`config.mk`:
```
export PLATFORM = sky130hd
export DESIGN_NAME = bc1_bc3_block_decoder_core
export DESIGN_NICKNAME = d
export VERILOG_FILES = /design/src/sv/bbd_pkg.sv /design/src/sv/bbd_front.sv /design/src/sv/bbd_queue.sv /design/src/sv/bbd_back.sv /design/src/sv/bc1_bc3_block_decoder_core.sv
export SDC_FILE = /design/constraint.sdc
export NUM_CORES = 2
export LEC_CHECK = 0
export ABC_AREA = 1
export BUFFER_PORTS_ARGS = -buffer_cell sky130_fd_sc_hd__buf_2
export CORE_ASPECT_RATIO = 0.75
export CORE_UTILIZATION = 45
export CTS_BUF_LIST = sky130_fd_sc_hd__clkbuf_2 sky130_fd_sc_hd__clkbuf_4 sky130_fd_sc_hd__clkbuf_8
export DETAILED_ROUTE_END_ITERATION = 6
export SYNTH_ARGS = -nofsm -noshare
export SYNTH_HDL_FRONTEND = slang
export SYNTH_HIERARCHICAL = 1
export SYNTH_SLANG_ARGS = --single-unit
```
`constraint.sdc`:
```
create_clock -name i_clk -period 20.1 [get_ports i_clk]
set_input_delay 4.02 -clock i_clk [delete_from_list [all_inputs] [get_ports i_clk]]
set_output_delay 4.02 -clock i_clk [all_outputs]
set_load 0.01 [all_outputs]
```
`src/sv/bbd_pkg.sv`:
```
`timescale 1ns / 1ps
// ----------------------------------------------------------------------------
// bbd_pkg
// Shared types and arithmetic helpers for the BC1/BC3 block decoder.
// ----------------------------------------------------------------------------
package bbd_pkg;

    localparam int QDepth = 2;
    localparam int QPtrW  = $clog2(QDepth);
    localparam int QCntW  = $clog2(QDepth + 1);

    localparam logic FmtBc1 = 1'b0;
    localparam logic FmtBc3 = 1'b1;

    localparam logic [1:0] LastRow = 2'd3;

    // Classified block: widened endpoints and the weighted sums
    typedef struct packed {
        logic              bc3;
        logic              four_color;
        logic [2:0][7:0]   e0;
        logic [2:0][7:0]   e1;
        logic [2:0][9:0]   s_a;
        logic [2:0][9:0]   s_b;
        logic [2:0][8:0]   s_mid;
        logic [7:0]        a0;
        logic [7:0]        a1;
        logic              a_eight;
        logic [5:0][10:0]  a7;
        logic [3:0][10:0]  a5;
        logic [31:0]       cidx;
        logic [47:0]       aidx;
    } t_front;

    // Decoded block: palettes plus the index words
    typedef struct packed {
        logic              bc3;
        logic              three;
        logic [3:0][23:0]  pal;
        logic [7:0][7:0]   apal;
        logic [31:0]       cidx;
        logic [47:0]       aidx;
    } t_block;

    function automatic logic [7:0] expand5(input logic [4:0] v);
        logic [2:0] f;
        f = 3'd0;
        f = f + {2'b0, (v >= 5'd5)};
        f = f + {2'b0, (v >= 5'd9)};
        f = f + {2'b0, (v >= 5'd14)};
        f = f + {2'b0, (v >= 5'd18)};
        f = f + {2'b0, (v >= 5'd23)};
        f = f + {2'b0, (v >= 5'd27)};
        f = f + {2'b0, (v == 5'd31)};
        return {v, 3'b000} + {5'b0, f};
    endfunction

    function automatic logic [7:0] expand6(input logic [5:0] v);
        logic [1:0] f;
        f = 2'd0;
        f = f + {1'b0, (v >= 6'd21)};
        f = f + {1'b0, (v >= 6'd42)};
        f = f + {1'b0, (v == 6'd63)};
        return {v, 2'b00} + {6'b0, f};
    endfunction

    // x / 3 for x <= 765
    function automatic logic [7:0] div3(input logic [9:0] x);
        logic [19:0] p;
        p = 20'(x) * 20'd683;
        return p[18:11];
    endfunction

    // x / 7 for x <= 1785
    function automatic logic [7:0] div7(input logic [10:0] x);
        logic [22:0] p;
        p = 23'(x) * 23'd2341;
        return p[21:14];
    endfunction

    // x / 5 for x <= 1275
    function automatic logic [7:0] div5(input logic [10:0] x);
        logic [22:0] p;
        p = 23'(x) * 23'd3277;
        return p[21:14];
    endfunction

endpackage

```
`src/sv/bbd_front.sv`:
```
`timescale 1ns / 1ps
// ----------------------------------------------------------------------------
// bbd_front
// Accepts compressed blocks, classifies the color and alpha modes and
// builds both palettes for the block queue.
// ----------------------------------------------------------------------------
module bbd_front (
    input  logic            i_clk,
    input  logic            i_rst_n,
    input  logic            push,
    output logic            full,
    input  logic            i_bc3,
    input  logic [15:0]     i_color_end0,
    input  logic [15:0]     i_color_end1,
    input  logic [31:0]     i_color_index_word,
    input  logic [7:0]      i_alpha_end0,
    input  logic [7:0]      i_alpha_end1,
    input  logic [47:0]     i_alpha_index_word,
    input  logic            i_q_full,
    output logic            o_q_push,
    output bbd_pkg::t_block o_q_data
);
    import bbd_pkg::*;

    logic   r_s1_v;
    t_front r_s1;
    t_front n_s1;
    logic   accept;

    assign full     = r_s1_v && i_q_full;
    assign accept   = push && !full;
    assign o_q_push = r_s1_v && !i_q_full;

    always_comb begin
        n_s1            = '0;
        n_s1.bc3        = i_bc3;
        n_s1.four_color = i_bc3 || (i_color_end0 > i_color_end1);
        n_s1.e0[0]      = expand5(i_color_end0[15:11]);
        n_s1.e0[1]      = expand6(i_color_end0[10:5]);
        n_s1.e0[2]      = expand5(i_color_end0[4:0]);
        n_s1.e1[0]      = expand5(i_color_end1[15:11]);
        n_s1.e1[1]      = expand6(i_color_end1[10:5]);
        n_s1.e1[2]      = expand5(i_color_end1[4:0]);
        for (int ch = 0; ch < 3; ch++) begin
            n_s1.s_a[ch]   = {1'b0, n_s1.e0[ch], 1'b0} + {2'b0, n_s1.e1[ch]};
            n_s1.s_b[ch]   = {2'b0, n_s1.e0[ch]} + {1'b0, n_s1.e1[ch], 1'b0};
            n_s1.s_mid[ch] = {1'b0, n_s1.e0[ch]} + {1'b0, n_s1.e1[ch]};
        end
        n_s1.a0      = i_alpha_end0;
        n_s1.a1      = i_alpha_end1;
        n_s1.a_eight = i_alpha_end0 > i_alpha_end1;
        for (int k = 1; k <= 6; k++) begin
            n_s1.a7[k-1] = 11'(i_alpha_end0) * 11'(7 - k) + 11'(i_alpha_end1) * 11'(k);
        end
        for (int k = 1; k <= 4; k++) begin
            n_s1.a5[k-1] = 11'(i_alpha_end0) * 11'(5 - k) + 11'(i_alpha_end1) * 11'(k);
        end
        n_s1.cidx = i_color_index_word;
        n_s1.aidx = i_alpha_index_word;
    end

    always_ff @(posedge i_clk) begin
        if (!i_rst_n) begin
            r_s1_v <= 1'b0;
        end else if (accept) begin
            r_s1_v <= 1'b1;
        end else if (o_q_push) begin
            r_s1_v <= 1'b0;
        end
    end

    always_ff @(posedge i_clk) begin
        if (accept) begin
            r_s1 <= n_s1;
        end
    end

    // Build palettes from the stored sums
    always_comb begin
        logic [2:0][7:0] p2;
        logic [2:0][7:0] p3;
        o_q_data       = '0;
        o_q_data.bc3   = r_s1.bc3;
        o_q_data.three = !r_s1.four_color;
        for (int ch = 0; ch < 3; ch++) begin
            if (r_s1.four_color) begin
                p2[ch] = div3(r_s1.s_a[ch]);
                p3[ch] = div3(r_s1.s_b[ch]);
            end else begin
                p2[ch] = r_s1.s_mid[ch][8:1];
                p3[ch] = 8'd0;
            end
        end
        o_q_data.pal[0] = {r_s1.e0[2], r_s1.e0[1], r_s1.e0[0]};
        o_q_data.pal[1] = {r_s1.e1[2], r_s1.e1[1], r_s1.e1[0]};
        o_q_data.pal[2] = {p2[2], p2[1], p2[0]};
        o_q_data.pal[3] = {p3[2], p3[1], p3[0]};
        o_q_data.apal[0] = r_s1.a0;
        o_q_data.apal[1] = r_s1.a1;
        if (r_s1.a_eight) begin
            for (int k = 0; k < 6; k++) begin
                o_q_data.apal[k+2] = div7(r_s1.a7[k]);
            end
        end else begin
            for (int k = 0; k < 4; k++) begin
                o_q_data.apal[k+2] = div5(r_s1.a5[k]);
            end
            o_q_data.apal[6] = 8'd0;
            o_q_data.apal[7] = 8'd255;
        end
        o_q_data.cidx = r_s1.cidx;
        o_q_data.aidx = r_s1.aidx;
    end

endmodule

```
`src/sv/bbd_queue.sv`:
```
`timescale 1ns / 1ps
// ----------------------------------------------------------------------------
// bbd_queue
// Short queue of decoded blocks between the front and back halves.
// ----------------------------------------------------------------------------
module bbd_queue (
    input  logic            i_clk,
    input  logic            i_rst_n,
    input  logic            i_push,
    input  bbd_pkg::t_block i_data,
    output logic            o_full,
    input  logic            i_pop,
    output logic            o_empty,
    output bbd_pkg::t_block o_data
);
    import bbd_pkg::*;

    t_block             r_mem [QDepth];
    logic [QPtrW-1:0]   r_wptr;
    logic [QPtrW-1:0]   r_rptr;
    logic [QCntW-1:0]   r_count;
    logic               do_push;
    logic               do_pop;

    assign o_full  = r_count == QCntW'(QDepth);
    assign o_empty = r_count == '0;
    assign do_push = i_push && !o_full;
    assign do_pop  = i_pop && !o_empty;
    assign o_data  = r_mem[r_rptr];

    always_ff @(posedge i_clk) begin
        if (!i_rst_n) begin
            r_wptr  <= '0;
            r_rptr  <= '0;
            r_count <= '0;
        end else begin
            if (do_push) begin
                r_wptr <= (r_wptr == QPtrW'(QDepth - 1)) ? '0 : r_wptr + 1'b1;
            end
            if (do_pop) begin
                r_rptr <= (r_rptr == QPtrW'(QDepth - 1)) ? '0 : r_rptr + 1'b1;
            end
            if (do_push && !do_pop) begin
                r_count <= r_count + 1'b1;
            end else if (do_pop && !do_push) begin
                r_count <= r_count - 1'b1;
            end
        end
    end

    always_ff @(posedge i_clk) begin
        if (do_push) begin
            r_mem[r_wptr] <= i_data;
        end
    end

endmodule

```
`src/sv/bbd_back.sv`:
```
`timescale 1ns / 1ps
// ----------------------------------------------------------------------------
// bbd_back
// Walks the four rows of a decoded block and looks up each texel in the
// palettes, one row per beat into the output register.
// ----------------------------------------------------------------------------
module bbd_back (
    input  logic            i_clk,
    input  logic            i_rst_n,
    input  logic            i_q_empty,
    input  bbd_pkg::t_block i_q_data,
    output logic            o_q_pop,
    output logic            empty,
    input  logic            pop,
    output logic [1:0]      o_row_number,
    output logic [31:0]     o_texel_a,
    output logic [31:0]     o_texel_b,
    output logic [31:0]     o_texel_c,
    output logic [31:0]     o_texel_d,
    output logic            o_last_row
);
    import bbd_pkg::*;

    logic             r_v;
    logic [1:0]       r_row;
    logic [1:0]       r_row_out;
    logic             r_last;
    logic [3:0][31:0] r_tex;
    logic [3:0][31:0] n_tex;
    logic [7:0]       row_c;
    logic [11:0]      row_a;
    logic             load;

    assign load    = !i_q_empty && (!r_v || pop);
    assign o_q_pop = load && (r_row == LastRow);
    assign empty   = !r_v;

    always_comb begin
        unique case (r_row)
            2'd0: begin
                row_c = i_q_data.cidx[7:0];
                row_a = i_q_data.aidx[11:0];
            end
            2'd1: begin
                row_c = i_q_data.cidx[15:8];
                row_a = i_q_data.aidx[23:12];
            end
            2'd2: begin
                row_c = i_q_data.cidx[23:16];
                row_a = i_q_data.aidx[35:24];
            end
            default: begin
                row_c = i_q_data.cidx[31:24];
                row_a = i_q_data.aidx[47:36];
            end
        endcase
    end

    always_comb begin
        logic [1:0] ci;
        logic [2:0] ai;
        logic [7:0] a;
        for (int c = 0; c < 4; c++) begin
            ci = row_c[2*c +: 2];
            ai = row_a[3*c +: 3];
            if (i_q_data.bc3) begin
                a = i_q_data.apal[ai];
            end else if (i_q_data.three && ci == 2'd3) begin
                a = 8'd0;
            end else begin
                a = 8'd255;
            end
            n_tex[c] = {a, i_q_data.pal[ci]};
        end
    end

    always_ff @(posedge i_clk) begin
        if (!i_rst_n) begin
            r_v   <= 1'b0;
            r_row <= 2'd0;
        end else begin
            if (load) begin
                r_v   <= 1'b1;
                r_row <= r_row + 1'b1;
            end else if (pop) begin
                r_v <= 1'b0;
            end
        end
    end

    always_ff @(posedge i_clk) begin
        if (load) begin
            r_row_out <= r_row;
            r_last    <= r_row == LastRow;
            r_tex     <= n_tex;
        end
    end

    assign o_row_number = r_row_out;
    assign o_texel_a    = r_tex[0];
    assign o_texel_b    = r_tex[1];
    assign o_texel_c    = r_tex[2];
    assign o_texel_d    = r_tex[3];
    assign o_last_row   = r_last;

endmodule

```
`src/sv/bc1_bc3_block_decoder_core.sv`:
```
`timescale 1ns / 1ps
// ----------------------------------------------------------------------------
// bc1_bc3_block_decoder_core
// BC1/BC3 4x4 texel block decoder with queue-style ports.
//
// Input side: drive one compressed block on the i_* fields with push; it is
// taken on an edge where push is high and full is low. Output side: while
// empty is low, one row of four RGBA8 texels sits on the o_* ports; pop
// takes it. Each block gives four rows, top first, o_last_row on row 3.
// Configuration: i_cfg_data selects BC1 (0) or BC3 (1); it is written when
// i_cfg_valid is high (o_cfg_ready is always high) and applies to blocks
// taken after the write.
// A block taken is held in the front register, then enters the queue, then
// its first row is loaded into the output register; a full queue or a held
// row can stall it. Throughput: one row per cycle from the output register
// while pop keeps up and the queue is not empty.
// The front keeps accepting blocks into a two-entry queue while rows wait.
// Reset clears the format to BC1 and empties all stages. When pop is held
// low, the row holds and the queue fills, then full rises.
// ----------------------------------------------------------------------------
module bc1_bc3_block_decoder_core (
    input  logic        i_clk,
    input  logic        i_rst_n,
    input  logic        i_cfg_valid,
    output logic        o_cfg_ready,
    input  logic        i_cfg_data,
    input  logic        push,
    output logic        full,
    input  logic [15:0] i_color_end0,
    input  logic [15:0] i_color_end1,
    input  logic [31:0] i_color_index_word,
    input  logic [7:0]  i_alpha_end0,
    input  logic [7:0]  i_alpha_end1,
    input  logic [47:0] i_alpha_index_word,
    output logic        empty,
    input  logic        pop,
    output logic [1:0]  o_row_number,
    output logic [31:0] o_texel_a,
    output logic [31:0] o_texel_b,
    output logic [31:0] o_texel_c,
    output logic [31:0] o_texel_d,
    output logic        o_last_row
);
    import bbd_pkg::*;

    logic   r_block_format;
    logic   q_push;
    logic   q_full;
    logic   q_pop;
    logic   q_empty;
    t_block q_wdata;
    t_block q_rdata;

    assign o_cfg_ready = 1'b1;

    always_ff @(posedge i_clk) begin
        if (!i_rst_n) begin
            r_block_format <= FmtBc1;
        end else if (i_cfg_valid && o_cfg_ready) begin
            r_block_format <= i_cfg_data;
        end
    end

    bbd_front u_front (
        .i_clk              (i_clk),
        .i_rst_n            (i_rst_n),
        .push               (push),
        .full               (full),
        .i_bc3              (r_block_format == FmtBc3),
        .i_color_end0       (i_color_end0),
        .i_color_end1       (i_color_end1),
        .i_color_index_word (i_color_index_word),
        .i_alpha_end0       (i_alpha_end0),
        .i_alpha_end1       (i_alpha_end1),
        .i_alpha_index_word (i_alpha_index_word),
        .i_q_full           (q_full),
        .o_q_push           (q_push),
        .o_q_data           (q_wdata)
    );

    bbd_queue u_queue (
        .i_clk   (i_clk),
        .i_rst_n (i_rst_n),
        .i_push  (q_push),
        .i_data  (q_wdata),
        .o_full  (q_full),
        .i_pop   (q_pop),
        .o_empty (q_empty),
        .o_data  (q_rdata)
    );

    bbd_back u_back (
        .i_clk        (i_clk),
        .i_rst_n      (i_rst_n),
        .i_q_empty    (q_empty),
        .i_q_data     (q_rdata),
        .o_q_pop      (q_pop),
        .empty        (empty),
        .pop          (pop),
        .o_row_number (o_row_number),
        .o_texel_a    (o_texel_a),
        .o_texel_b    (o_texel_b),
        .o_texel_c    (o_texel_c),
        .o_texel_d    (o_texel_d),
        .o_last_row   (o_last_row)
    );

endmodule
```
; ---- Word-level counts from Yosys, hierarchy flattened
; Memory sizes are Yosys's and may differ from the RTL's. A register that Yosys moved wholly into a read port is not among the register bits.
; Index checks and enable logic that the tools add are counted.
[op_classes]
reduce_logical = 27
n_addsub = 58
magnitude_cmp = 38
eq_ne = 14
n_mux = 45
multipliers = 22
[op_table]
columns = operator, count
row1 = $mul A11 B12 Y22 const B, 10
row2 = $bmux W24 S2, 4
row3 = $mux W8, 18
row4 = $mul A10 B10 Y19 const B, 6
row5 = $bmux W8 S3, 4
row6 = $mux W24, 4
row7 = $add A3 B1 Y3, 20
row8 = $ge A5 B5 Y1 const B, 12
row9 = $mux W48, 1
row10 = $ge A5 B4 Y1 const B, 8
row11 = $mul A8 B2 Y10 const B, 4
row12 = $pmux W12 S3, 1
row13 = $add A8 B3 Y8, 4
row14 = $add A8 B9 Y10, 3
row15 = $add A9 B8 Y10, 3
row16 = $add A8 B8 Y9, 3
row17 = $pmux W8 S3, 1
row18 = $add A10 B10 Y11, 2
row19 = $mul A8 B3 Y11 const B, 2
row20 = $eq A5 B5 Y1 const B, 4
row21 = $ge A5 B3 Y1 const B, 4
row22 = $add A8 B2 Y8, 2
row23 = $gt A16 B16 Y1, 1
row24 = $lt A3 B4 Y1 const B, 4
row25 = other kinds (27), 79
[totals]
ram_bits = 484
mem_count = 1
in_bits = 134
regBits = 484
[memory_table]
columns = name, depth, word_bits, rd, rd_clocked_by_memory_dff, write_ports, line_no
row1 = u_queue.r_mem, 2, 242, 1, 1, 1, bbd_queue.sv:18  ; t_block r_mem [QDepth];

; ---- Depth between registers and ports, before layout
[depth]
ltp_word = 9
depth_mapped = 21
mapped_depth_nobuf = 21

; ---- Modules after synthesis
; Netlist, hierarchy kept.
[modules_own_cells]
columns = module, area_per_inst_um2, seq_area_each_um2, n_inst, cells_each
row1 = bbd_front, 51241.6, 9659.3, 1, 5998
row2 = bbd_queue, 18442.7, 14634.0, 1, 791
row3 = bbd_back, 10844.2, 3993.8, 1, 1535
row4 = bc1_bc3_block_decoder_core, 52.6, 20.0, 1, 8

; ---- Worst setup path before layout
; OpenSTA, ideal clock, no wires.
[synth_path]
kind = input-to-reg
from = input push
to = register u_front.r_s1, in the netlist u_front/o_q_data[0] (enable)
path_stages = 2
n_path_buf = 0
setup_time_ns = 1.009
path_slack_ns = 1.858
arrival_ns = 17.233
path_cell_list = inv_1 > nor2_1
[synth_via]
elab_chain_cells = 1
[synth_lines]
columns = item, line_no
row1 = start: declaration, bc1_bc3_block_decoder_core.sv:27  ; input logic push,
row2 = $logic_and A1 B1 Y1, bbd_front.sv:31  ; assign accept = push && !full;
row3 = net u_front.accept, bbd_front.sv:28  ; logic accept;
row4 = end signal: assignment, bbd_front.sv:74  ; r_s1 <= n_s1;
row5 = end: declaration, bbd_front.sv:26  ; t_front r_s1;
; The timed path passes the listed nets, and every way through them passes these cells.
; A chain may end at the register's enable or synchronous reset.

==> flow_metrics.py <==
metrics = {
    "run_status": {
        "outcome": "complete, but fails checks",
        "violations": "design-rule violations",
    },
    "synth": {
        "synth_area_um2": 80600,
        "synth_area_leader_cell": "edfxtp_1",
        "synth_cell_type_count": 59,
        "ys_ff_latch": 946,
        "syn_nets": 10000,
        "synthTopCellsByArea": "edfxtp_1 (35%), ha_1 (18%), fa_1 (9.7%)",
        "synth_top_area_share": 0.349,
        "seq_area_frac_synth": 0.351,
        "ys_warn_count": 6,
        "synth_cells": 8332,
        "synth.avg_cell_area_um2": 9.67,
    },
    "floorplanning": {
        "num_io_pins": 268,
        "die_h_um": 368,
        "dieArea_um2": 181000,
        "initial_core_util": 0.453,
        "core_area_um2": 178000,
        "die_x_um": 491,
        "rows": 134,
    },
    "route": {
        "drtIter0Drc": 5710,
        "ant_nets": 0,
        "drtPass1Iterations": 7,
        "viasPerCell": 5.34,
        "vias": 58700,
        "post_drt_wl_per_cell_um": 20.0,
        "wl_um": 220000,
        "drc": 4,
    },
    "worst_setup_path": {
        "criticalPathCategory": "in -> reg",
        "r2r_cells": 17,
        "startpoint": "i_color_end0[2]",
        "endpoint_kind": "flip-flop",
        "crit_arrival_ps": 8150,
        "setup.worst_path.end": "u_front/r_s1[263]",
        "path_max_fanout": 9,
        "r2r_slack_ps": 15050,
        "critPathLaunchType": "input port",
        "worstPathRequired_ps": 20770,
        "reg2reg_from": "u_front/r_s1[107]",
        "reg2reg_to": "u_queue/r_mem[1][115]",
    },
    "clock_network": {
        "ctsHtreeMaxLevel": 4,
        "clockBufferDepth": 3,
        "clock_sinks": 946,
        "cts_tree": "done",
        "insertion_delay_ps": 930,
        "postCtsSetupRepairBufs": 0,
        "root_buffer": "clkbuf_8",
        "cts-buffers-inserted": 155,
        "clkTransAtPathRegs_ps": 60,
        "cts_hold_buf": 0,
        "post_cts_resize_count": 0,
    },
    "sta": {
        "max_slew_margin": 0.117,
        "rsz0062_at_grt": "no",
        "final.min_clock_period_ps": 7480,
        "finClkSkew_ps": 70.7,
        "worst_hold_slack_ps": 410,
        "fin_crit_sh": 0.372,
        "timing.fmax_mhz": 134,
        "setup-violations-final": 0,
        "maxSlewViolCount": 0,
        "fin_tns_setup_ps": 0,
        "max_slew.worst_pin.slew_ps": 1320,
        "hold_violations": 0,
    },
    "placed_design": {
        "port-buffer-count": 266,
        "place_hpwl_um": 170000,
        "placed_cells": 10700,
        "place.gp.congestion": 0.943,
    },
    "cells_and_area": {
        "drive_gt1_frac": 0.101,
        "multi_input_area_um2": 44900,
        "n_fill_cell": 16500,
        "syn2layout_area_growth_pct": 7.36,
        "utilization": 0.486,
        "seq_area_um2": 28300,
        "post_layout_nonfiller_instances": 11000,
        "nets": 10200,
    },
    "run": {
        "drv_cap": 0,
    },
    "grt": {
        "antenna_found_initial": 12,
        "grt_max_degree": 154,
        "grt-ovfl-total": 0,
        "grt_use_total": 0.242,
        "first_global_vias": 57300,
        "grt_pass1_wl_um": 339000,
    },
    "min_path": {
        "hold_path_class": "reg -> reg",
    },
}
critical path: stages:
cell and delay [ps]:
buf_2 170, nand2_1 80, inv_1 70, a2111oi_0 390, fa_1 510, fa_1 450
fa_1 400, fa_1 540, inv_1 130, ha_1 290, fa_1 470, nand3_1 90
nand2_1 80, a21oi_1 140, o21bai_1 110, a21oi_1 140, nor2_1 50
metrics by stage:
step | cell area [µm²] | setup WS [ps]
floorplan | 80600 | 1860
global placement | 83300 | 11720
detailed placement | 83300 | 11700
finish | 86500 | 12620
global route | 86500 | 12400
CTS | 86500 | 12720
layout make-up:
cell class                 count  share of cell area
antenna                        3           0.0000868
clock buffer                 194              0.0284
clock inverter                85             0.00901
inverter                    1433              0.0622
multi-input combinational   5643               0.519
sequential                   946               0.327
tap                         2380              0.0344
timing repair buffer         311              0.0197
registers in the layout, indices dropped and copies added (netlist names), 2 cells and up, named ones only:
name,count
u_back/o_texel_a,32
u_back/o_texel_b,32
u_back/o_texel_c,32
u_back/o_texel_d,32
u_queue/r_mem,484
u_back/o_row_number,2
u_queue/r_count,2
u_back/r_row,2
u_front/r_s1,176
u_front/o_q_data,145
cells in the final DEF, fill, tap and decap left out, types with 8 or more instances in the layout:
cell type / n
edfxtp_1: 936
bufinv_16: 9
nand3_1: 684
nor3_1: 65
clkbuf_4: 34
a22o_1: 8
mux2_2: 62
clkinv_1: 38
buf_4: 42
o21ai_0: 133
a21o_1: 34
nand3b_1: 16
clkbuf_8: 160
inv_1: 1424
o21bai_1: 65
a31oi_1: 21
nor2_1: 330
or2_2: 10
dfxtp_1: 9
inv_2: 9
nor4_1: 12
nor2_4: 10
fa_1: 391
o21a_1: 16
nand2_1: 1496
and2_1: 9
xnor2_1: 48
o21ai_1: 20
o211ai_1: 212
a21oi_1: 390
mux2_4: 180
a21boi_0: 8
clkinv_2: 16
buf_2: 266
nand4_1: 56
xor2_1: 127
ha_1: 1168
metal layers:
layer	part of all wire	track usage	vias up
li1	-	-	28400
met1	0.49	0.370	28100
met2	0.41	0.352	1969
met3	0.070	0.0411	263
met4	0.023	0.0599	8
met5	0.00023	0	-
worst min path at each step:
| stage | from | depth (start not counted) | to | slack, ps |
|---|---|---|---|---|
| floorplan | r_block_format | 0 | u_front/o_q_data[241] | 430 |
| global placement | u_front/o_q_data[20] | 0 | u_queue/r_mem[0][20] | 420 |
| detailed placement | u_front/o_q_data[36] | 0 | u_queue/r_mem[0][36] | 430 |
| CTS | u_front/o_q_data[27] | 0 | u_queue/r_mem[1][27] | 410 |
| global route | u_front/o_q_data[27] | 0 | u_queue/r_mem[1][27] | 430 |
| finish | u_front/o_q_data[27] | 0 | u_queue/r_mem[1][27] | 410 |
cell families after synthesis:
logic type	count (synthesis)	synth area share
AND/OR/NAND/NOR	2709	0.143
buffers and inverters	1743	0.0923
adder cells (fa/ha/maj)	1559	0.278
AO/OA/AOI/OAI	953	0.0725
flip-flops	946	0.351
multiplexers	242	0.0422
XOR/XNOR	179	0.0201
other	1	0.0000465
cell usage after synthesis (all sizes together):
cell / instances
a31o: 2
nor4: 14
a211oi: 3
a41oi: 5
ha: 1168
a21o: 34
o21a: 16
o31ai: 5
mux2: 242
buf: 283
nand3b: 16
a22o: 8
edfxtp: 936
a21oi: 392
and2: 9
nor2: 346
conb: 1
xnor2: 49
dfxtp: 10
nand4: 58
a31oi: 21
nand2: 1499
o311ai: 1
a21boi: 8
o21ai: 163
clkbuf: 27
or2: 16
a2111oi: 1
o211ai: 212
o21bai: 70
o221ai: 3
a221oi: 3
fa: 391
xor2: 130
o22ai: 6
inv: 1433
nor3: 66
nand3: 685
Power is left out: the tool's default activity adds up to more than one toggle a clock period on the data nets, which glitch-free logic cannot reach.
